--- config.mk ---
export PLATFORM = sky130hd
export DESIGN_NAME = bitmap_set_with_find_first
export DESIGN_NICKNAME = d
export VERILOG_FILES = /design/src/rtl/core/bsf_pkg.sv /design/src/rtl/core/bitmap_set_with_find_first.sv /design/src/rtl/core/bsf_ram.sv /design/src/rtl/core/bsf_ctrl.sv
export SDC_FILE = /design/constraint.sdc
export NUM_CORES = 2
export LEC_CHECK = 0
export ABC_AREA = 0
export BUFFER_PORTS_ARGS = -buffer_cell sky130_fd_sc_hd__buf_2
export CAP_MARGIN = 30
export CORE_MARGIN = 1
export CORE_UTILIZATION = 48
export DETAILED_ROUTE_END_ITERATION = 12
export GPL_ROUTABILITY_DRIVEN = 1
export MAX_ROUTING_LAYER = met4
export PLACE_DENSITY = 0.67
export SETUP_SLACK_MARGIN = 0.4
export SLEW_MARGIN = 20
export SYNTH_ARGS = -nofsm -noshare
export SYNTH_HDL_FRONTEND = slang
export SYNTH_HIERARCHICAL = 1
export SYNTH_SLANG_ARGS = --single-unit
--- constraint.sdc ---
create_clock -name i_clk -period 11.8 [get_ports i_clk]
set_input_delay 2.36 -clock i_clk [delete_from_list [all_inputs] [get_ports i_clk]]
set_output_delay 2.36 -clock i_clk [all_outputs]
set_load 0.01 [all_outputs]
--- src/rtl/core/bsf_pkg.sv ---
`timescale 1ns / 1ps
// ----------------------------------------------------------------------------
// bsf_pkg
// Shared types, sizes and codes for the membership bitmap with find-first.
// ----------------------------------------------------------------------------
package bsf_pkg;

    localparam int MAX_ELEMENTS = 1024;
    localparam int WORD_BITS    = 64;
    localparam int WORD_COUNT   = (MAX_ELEMENTS + WORD_BITS - 1) / WORD_BITS;
    localparam int IDX_W        = $clog2(MAX_ELEMENTS);
    localparam int BIT_W        = $clog2(WORD_BITS);
    localparam int WORD_AW      = $clog2(WORD_COUNT);
    localparam int CNT_W        = $clog2(MAX_ELEMENTS + 1);
    localparam int OP_W         = 2;

    localparam logic [CNT_W-1:0] CAP_RESET = CNT_W'(MAX_ELEMENTS);
    localparam logic [CNT_W-1:0] CAP_MAX   = CNT_W'(MAX_ELEMENTS);

    localparam logic [OP_W-1:0] OP_INSERT     = 2'd0;
    localparam logic [OP_W-1:0] OP_ERASE      = 2'd1;
    localparam logic [OP_W-1:0] OP_FIND       = 2'd2;
    localparam logic [OP_W-1:0] OP_FIND_FIRST = 2'd3;

    localparam logic ST_OK        = 1'b0;
    localparam logic ST_OUT_RANGE = 1'b1;

    typedef logic [WORD_BITS-1:0] t_word;

    typedef struct packed {
        logic [OP_W-1:0]  operation;
        logic [IDX_W-1:0] element;
    } t_req;

    typedef struct packed {
        logic             status;
        logic             is_member;
        logic             first_found;
        logic [IDX_W-1:0] first_index;
        logic [CNT_W-1:0] member_count;
        logic             is_empty;
    } t_rsp;

    typedef struct packed {
        logic               we;
        logic [WORD_AW-1:0] waddr;
        t_word              wdata;
        logic               re;
        logic [WORD_AW-1:0] raddr;
    } t_mem_req;

    typedef struct packed {
        logic             found;
        logic [BIT_W-1:0] index;
    } t_ffs;

    function automatic t_ffs f_first_set(input t_word word);
        t_ffs res;
        res = '0;
        for (int i = WORD_BITS - 1; i >= 0; i--) begin
            if (word[i]) begin
                res.found = 1'b1;
                res.index = BIT_W'(i);
            end
        end
        return res;
    endfunction

endpackage

--- src/rtl/core/bitmap_set_with_find_first.sv ---
`timescale 1ns / 1ps
// ----------------------------------------------------------------------------
// bitmap_set_with_find_first
// Membership bitmap over 1024 elements with member count, insert, erase,
// find and find-first-set, stored as 16 words of 64 bits in a RAM.
//
//   channel   dir   handshake                  payload
//   req       in    i_req_valid / o_req_ready  i_req (operation, element)
//   rsp       out   o_rsp_valid / i_rsp_ready  o_rsp (status .. is_empty)
//   cfg       in    i_cfg_valid / o_cfg_ready  i_cfg_data (capacity_in_use)
//
// Insert, erase and find: accept plus one RAM read, with the write-back as
// the result is registered. Find-first scans words through the single RAM
// read port, from the element's word up to the capacity. One request is in
// flight at a time. On reset, per-word valid bits read unwritten words as
// zero. A stalled result holds in the output register and holds the request.
// ----------------------------------------------------------------------------
module bitmap_set_with_find_first (
    input  logic                      i_clk,
    input  logic                      i_rst_n,
    input  logic                      i_req_valid,
    output logic                      o_req_ready,
    input  bsf_pkg::t_req             i_req,
    output logic                      o_rsp_valid,
    input  logic                      i_rsp_ready,
    output bsf_pkg::t_rsp             o_rsp,
    input  logic                      i_cfg_valid,
    output logic                      o_cfg_ready,
    input  logic [bsf_pkg::CNT_W-1:0] i_cfg_data
);
    import bsf_pkg::*;

    logic [CNT_W-1:0] r_cap;
    t_mem_req         mem;
    t_word            rdata;

    assign o_cfg_ready = 1'b1;

    always_ff @(posedge i_clk) begin
        if (!i_rst_n) begin
            r_cap <= CAP_RESET;
        end else if (i_cfg_valid) begin
            r_cap <= i_cfg_data;
        end
    end

    bsf_ctrl u_ctrl (
        .i_clk       (i_clk),
        .i_rst_n     (i_rst_n),
        .i_req_valid (i_req_valid),
        .o_req_ready (o_req_ready),
        .i_req       (i_req),
        .o_rsp_valid (o_rsp_valid),
        .i_rsp_ready (i_rsp_ready),
        .o_rsp       (o_rsp),
        .i_cap       (r_cap),
        .o_mem       (mem),
        .i_rdata     (rdata)
    );

    bsf_ram #(
        .WIDTH (WORD_BITS),
        .DEPTH (WORD_COUNT)
    ) u_ram (
        .i_clk   (i_clk),
        .i_we    (mem.we),
        .i_waddr (mem.waddr),
        .i_wdata (mem.wdata),
        .i_re    (mem.re),
        .i_raddr (mem.raddr),
        .o_rdata (rdata)
    );

endmodule

--- src/rtl/core/bsf_ram.sv ---
`timescale 1ns / 1ps
// ----------------------------------------------------------------------------
// bsf_ram
// Simple dual-port synchronous RAM, one write and one registered read port.
// ----------------------------------------------------------------------------
module bsf_ram #(
    parameter int WIDTH = 64,
    parameter int DEPTH = 16,
    parameter int AW    = $clog2(DEPTH)
) (
    input  logic             i_clk,
    input  logic             i_we,
    input  logic [AW-1:0]    i_waddr,
    input  logic [WIDTH-1:0] i_wdata,
    input  logic             i_re,
    input  logic [AW-1:0]    i_raddr,
    output logic [WIDTH-1:0] o_rdata
);

    logic [WIDTH-1:0] r_mem [DEPTH];
    logic [WIDTH-1:0] r_rdata;

    always_ff @(posedge i_clk) begin
        if (i_we) begin
            r_mem[i_waddr] <= i_wdata;
        end
    end

    always_ff @(posedge i_clk) begin
        if (i_re) begin
            r_rdata <= r_mem[i_raddr];
        end
    end

    assign o_rdata = r_rdata;

endmodule

--- src/rtl/core/bsf_ctrl.sv ---
`timescale 1ns / 1ps
// ----------------------------------------------------------------------------
// bsf_ctrl
// Read-modify-write sequencer: word valid bits, member count, word scan for
// find-first and the result register.
// ----------------------------------------------------------------------------
module bsf_ctrl (
    input  logic                    i_clk,
    input  logic                    i_rst_n,
    input  logic                    i_req_valid,
    output logic                    o_req_ready,
    input  bsf_pkg::t_req           i_req,
    output logic                    o_rsp_valid,
    input  logic                    i_rsp_ready,
    output bsf_pkg::t_rsp           o_rsp,
    input  logic [bsf_pkg::CNT_W-1:0] i_cap,
    output bsf_pkg::t_mem_req       o_mem,
    input  bsf_pkg::t_word          i_rdata
);
    import bsf_pkg::*;

    localparam logic ST_IDLE = 1'b0;
    localparam logic ST_BUSY = 1'b1;

    logic                 r_state, n_state;
    logic [OP_W-1:0]      r_op;
    logic [IDX_W-1:0]     r_elem;
    logic [CNT_W-1:0]     r_cap;
    logic                 r_in_range;
    logic [WORD_AW-1:0]   r_word, n_word;
    logic                 r_first, n_first;
    logic [CNT_W-1:0]     r_count, n_count;
    logic [WORD_COUNT-1:0] r_wvalid;
    logic                 r_rsp_valid;
    t_rsp                 r_rsp, n_rsp;

    logic                 req_fire;
    logic                 out_free;
    logic                 done;
    logic [CNT_W-1:0]     cap_eff;
    t_word                word;
    t_word                bit_mask;
    t_word                lo_mask;
    t_word                hi_mask;
    t_word                masked;
    t_ffs                 ffs;
    logic                 bit_val;
    logic [WORD_AW:0]     next_word;
    logic [CNT_W-BIT_W-1:0] cap_word;

    assign o_req_ready = (r_state == ST_IDLE);
    assign req_fire    = i_req_valid && o_req_ready;
    assign out_free    = !r_rsp_valid || i_rsp_ready;
    assign cap_eff     = (i_cap > CAP_MAX) ? CAP_MAX : i_cap;

    assign word     = r_wvalid[r_word] ? i_rdata : '0;
    assign bit_mask = t_word'(1) << r_elem[BIT_W-1:0];
    assign bit_val  = |(word & bit_mask);
    assign cap_word = r_cap[CNT_W-1:BIT_W];
    assign lo_mask  = r_first ? ~(bit_mask - t_word'(1)) : '1;
    assign next_word = {1'b0, r_word} + (WORD_AW+1)'(1);

    always_comb begin
        if ({1'b0, r_word} < cap_word) begin
            hi_mask = '1;
        end else if ({1'b0, r_word} == cap_word) begin
            hi_mask = (t_word'(1) << r_cap[BIT_W-1:0]) - t_word'(1);
        end else begin
            hi_mask = '0;
        end
    end

    assign masked = word & lo_mask & hi_mask;
    assign ffs    = f_first_set(masked);

    always_comb begin
        n_state = r_state;
        n_word  = r_word;
        n_first = r_first;
        n_count = r_count;
        n_rsp   = '0;
        done    = 1'b0;
        o_mem   = '0;
        o_mem.waddr = r_word;
        o_mem.raddr = r_word;

        if (r_state == ST_IDLE) begin
            if (req_fire) begin
                o_mem.re    = 1'b1;
                o_mem.raddr = i_req.element[IDX_W-1:BIT_W];
                n_word      = i_req.element[IDX_W-1:BIT_W];
                n_first     = 1'b1;
                n_state     = ST_BUSY;
            end
        end else begin
            unique case (r_op)
                OP_INSERT: begin
                    done = 1'b1;
                    if (!r_in_range) begin
                        n_rsp.status = ST_OUT_RANGE;
                    end else if (!bit_val) begin
                        o_mem.we    = out_free;
                        o_mem.wdata = word | bit_mask;
                        n_count     = r_count + CNT_W'(1);
                    end
                end
                OP_ERASE: begin
                    done = 1'b1;
                    if (!r_in_range) begin
                        n_rsp.status = ST_OUT_RANGE;
                    end else if (bit_val) begin
                        o_mem.we    = out_free;
                        o_mem.wdata = word & ~bit_mask;
                        n_count     = r_count - CNT_W'(1);
                    end
                end
                OP_FIND: begin
                    done            = 1'b1;
                    n_rsp.is_member = r_in_range && bit_val;
                end
                OP_FIND_FIRST: begin
                    if (!r_in_range || r_count == '0) begin
                        done = 1'b1;
                    end else if (ffs.found) begin
                        done              = 1'b1;
                        n_rsp.first_found = 1'b1;
                        n_rsp.first_index = {r_word, ffs.index};
                    end else if ({next_word, BIT_W'(0)} < r_cap) begin
                        o_mem.re    = 1'b1;
                        o_mem.raddr = next_word[WORD_AW-1:0];
                        n_word      = next_word[WORD_AW-1:0];
                        n_first     = 1'b0;
                    end else begin
                        done = 1'b1;
                    end
                end
                default: done = 1'b1;
            endcase
            n_rsp.member_count = n_count;
            n_rsp.is_empty     = (n_count == '0);
            if (done) begin
                if (out_free) begin
                    n_state = ST_IDLE;
                end else begin
                    n_count = r_count;
                end
            end
        end
    end

    always_ff @(posedge i_clk) begin
        if (!i_rst_n) begin
            r_state     <= ST_IDLE;
            r_count     <= '0;
            r_wvalid    <= '0;
            r_rsp_valid <= 1'b0;
        end else begin
            r_state <= n_state;
            r_count <= n_count;
            if (o_mem.we) begin
                r_wvalid[r_word] <= 1'b1;
            end
            if (done && out_free) begin
                r_rsp_valid <= 1'b1;
            end else if (i_rsp_ready) begin
                r_rsp_valid <= 1'b0;
            end
        end
    end

    always_ff @(posedge i_clk) begin
        r_word  <= n_word;
        r_first <= n_first;
        if (req_fire) begin
            r_op       <= i_req.operation;
            r_elem     <= i_req.element;
            r_cap      <= cap_eff;
            r_in_range <= {1'b0, i_req.element} < cap_eff;
        end
        if (done && out_free) begin
            r_rsp <= n_rsp;
        end
    end

    assign o_rsp_valid = r_rsp_valid;
    assign o_rsp       = r_rsp;

endmodule

==> summary.txt <==
Timing
  – Worst-case clock skew: 78.6 ps
  – Total Neg Setup Slack: 0 ps
  – Hold Worst Slack: around 470 ps
  – Minimum clock period after layout: 7890 ps
  – Final setup vio count: 0
  – Share of the cycle needed by the critical path after routing: 0.668
  – Final Hold Violating Endpoints: 0
  – Max-slew violation count: 0
  – Highest attainable clock frequency: about 0.13 GHz
  – Headroom to the max-slew limit: 0.339
  – Worst Max-Slew Pin Slew: 992 ps
  – Setup repair after global routing missed its margin: false

Synth
  – Proportion of netlist area held by the largest area contributor: 0.656
  – Synth Flop Type: sky130_fd_sc_hd__edfxtp_1
  – Share of flip-flops with an asynchronous set or reset after synthesis: 0
  – Biggest area consumer among synthesized cells: sky130_fd_sc_hd__edfxtp_1
  – Number of synthesized register bits: 1,178
  – Warnings from Yosys: 6
  – Syn Area/Cell: 16.0 sq um
  – Number of enable-type register cells in the synthesized netlist: 1,138
  – Sequential fraction of the synthesis area: 0.672
  – Nets in the synthesized netlist: approximately 3.3k
  – Gate count after technology mapping: 3,258
  – Post-synth design cell area: 0.0521 sq mm
  – Synth unique cells: 110
  – Leading cell types by total area after synthesis: sky130_fd_sc_hd__edfxtp_1 (66%), sky130_fd_sc_hd__mux4_2 (11%), sky130_fd_sc_hd__a22oi_1 (2.1%)

Floorplanning
  – Total core area: 0.107 sq mm
  – Effective utilization at floorplan: 0.485
  – # rows: 120
  – Die Outline Area: 0.110 sq mm
  – Die X-Extent: 331 um
  – I/O Pins: 56
  – Y dimension of the die: 331 um

Route
  – Routed wirelength normalized by instance count: 31.4 um
  – Total via count in the routed design: 32.1k
  – Final ANT Viol Nets: 0
  – Via density: 6.63
  – Wirelength, routed: about 150 mm
  – Initial DRT Pass Iterations: 7
  – Number of DRC markers in iteration 0: approximately 4.1k
  – DRC viols: 0

Setup path
  – WP buf/inv: 4
  – Critical path capture point type: register
  – Crit path max fanout: 88
  – Largest stage delay, worst path: 710 ps
  – Arrival time of data at the critical path endpoint: 8350 ps
  – Cells traversed along the worst timing path: nor4b_1 > clkbuf_2 > nand2_1 > ha_1 > buf_4 > inv_1 > a21oi_2 > nor3_1 > o31ai_1 > nand3_1 > nand3_1 > a2111oi_4 > and4_1 > a21o_1 > o21a_4 > buf_12 > mux4_2 > a22oi_1 > nand2_1
  – Cell family with most CP delay: simple AND/OR/NAND/NOR gates
  – CP Data Required Time: roughly 12,000 ps
  – Element type at the critical path start: register
  – Slowest stage cell, crit path: sky130_fd_sc_hd__nor4b_1
  – Start-to-end type of the worst setup path: register to register

Power and ir drop
  – IR Drop Worst-Case VDD: 0.147 mV
  – Total power density per cell area: 159 mW/mm^2
  – Leak: 21.0 nW

Finish
  – Filler Cells Inserted: 8,386
  – Ratio of cells with drive above 1 in the final layout: 0.214
  – End-of-flow core utilization: 0.542
  – NumNets Final: 3,395
  – Syn-to-layout area delta: 11.8%
  – Multi-input gate area: 0.0159 sq mm
  – Leading cell type in the layout, fill and taps excluded: sky130_fd_sc_hd__edfxtp_1
  – Register area: 0.0350 sq mm
  – Count of non-filler cells in the finished layout: between 4k and 5k
  – Most frequent cells in the layout: sky130_fd_sc_hd__edfxtp_1 (1,138), sky130_fd_sc_hd__nand2_1 (277), sky130_fd_sc_hd__mux4_2 (258)

Clocking
  – Num CTS Buffers: 116
  – Largest buffer count on any clock path: 3
  – Number of post-CTS setup repair buffers: 0
  – Hold buffer count at cts: 0
  – Total number of clock tree sinks: 1,178
  – Clock network latency to the later pin of the worst-skew pair: 730 ps
  – Clock slew seen by the registers of the worst setup and hold paths: 60 ps
  – Cell at the root of the clock tree: sky130_fd_sc_hd__clkbuf_16
  – Number of resized instances in the post-cts repair step: 0
  – Clock tree from TritonCTS: built
  – H-Tree Level Count: 3

GRT
  – Global-route wire length before repair: 221 mm
  – Maximum number of pins on one net before global-route repair: 146
  – Final global-route overflow total: 0
  – Global-route usage over all layers: 0.283
  – Number of antenna violations at the first check in global routing: 2
  – Via count of the first global-routing pass: 31.3k

Placed design
  – DP Wirelength: roughly 90 mm
  – Port Buffer Count: 54
  – Gpl congestion: 1.06
  – Post-placement cell count: 4,619

Hold path
  – Worst hold path type: register to register

Flow run
  – Maximum capacitance violations: 0

Outcome
  – Status: complete, no violations
state kept, by name, summed over array words and instances (netlist names):
signal,count
u_ctrl/r_elem,6
u_ctrl/r_state,1
u_ctrl/r_count,11
u_ctrl/r_word,4
u_ram/o_rdata,64
u_ctrl/r_first,1
r_cap,11
u_ctrl/r_in_range,1
u_ctrl/r_op,2
u_ctrl/r_wvalid,16
u_ram/r_mem,1024
u_ctrl/o_rsp,25
u_ctrl/o_rsp_valid,1
u_ctrl/r_cap,11
final cells by class:
class                      count  area share
sequential                  1178       0.601
multi-input combinational   1790       0.273
clock buffer                 138      0.0516
tap                         1403      0.0301
timing repair buffer         206      0.0265
clock inverter                80      0.0147
inverter                      48     0.00309
antenna                        1   0.0000430
worst reg2reg max path, delay by kind of cell, from the launching register on:
kind | cells | cell delay, ps
flip-flops | 1 | 700
buffers and inverters | 4 | 1410
multiplexers | 1 | 730
adder cells (fa/ha/maj) | 1 | 220
AND/OR/NAND/NOR | 7 | 2450
AO/OA/AOI/OAI | 6 | 2160
report_power, final:
group          switching, mW  internal, mW  total [mW]
clock network           1.58          2.13        3.72
registers              0.120          4.59        4.71
logic                  0.523         0.275       0.799
total                   2.23          7.00        9.23
per-stage QoR:
stage	worst slack, ps	cell area, sq um	power [mW]
after floorplan	2950	52100	5.27
after global placement	3980	54200	5.58
after detailed placement	3740	54300	5.58
after CTS	3740	58100	9.27
after global routing	3520	58200	9.48
final	3910	58200	9.23
cells in the mapped netlist, drive strengths merged (38+ instances only):
| master | n |
|---|---|
| a211oi | 40 |
| a21oi | 90 |
| a221oi | 48 |
| a22oi | 148 |
| a31oi | 41 |
| buf | 131 |
| clkbuf | 111 |
| dfxtp | 40 |
| edfxtp | 1138 |
| inv | 44 |
| mux4 | 258 |
| nand2 | 278 |
| nand3 | 49 |
| nor2 | 119 |
| nor2b | 38 |
| nor3 | 46 |
| o21ai | 97 |
per-layer routing:
layer / track usage / vias to the layer above / routed length [um]
met1: 0.393 / 16593 / 62300
met4: 0.113 / 0 / 6390
met3: 0.0443 / 297 / 13500
li1: - / 13448 / -
met2: 0.422 / 1787 / 69700
met5: - / - / 0
path summary, 6_finish.rpt:
kind	slack, ps	startpoint	depth (start not counted)	to
setup reg to reg	3910	u_ctrl/r_elem[1]	19	u_ram/o_rdata[52]
hold reg to reg	470	u_ctrl/r_wvalid[5]	2	u_ctrl/r_wvalid[5]
setup / recovery	3910	u_ctrl/r_elem[1]	19	u_ram/o_rdata[52]
hold / removal	470	u_ctrl/r_wvalid[5]	2	u_ctrl/r_wvalid[5]
cells by family (layout without fill, tap and decap cells):
family | Yosys count | in the layout | share of synthesized area
multiplexers | 301 | 301 | 0.120
XOR/XNOR | 28 | 28 | 0.00471
buffers and inverters | 290 | 472 | 0.0268
flip-flops | 1178 | 1178 | 0.672
other | 1 | 2 | 0.0000720
AO/OA/AOI/OAI | 681 | 681 | 0.0953
AND/OR/NAND/NOR | 751 | 751 | 0.0746
adder cells (fa/ha/maj) | 28 | 28 | 0.00668
(Power assumes the default switching activity.)
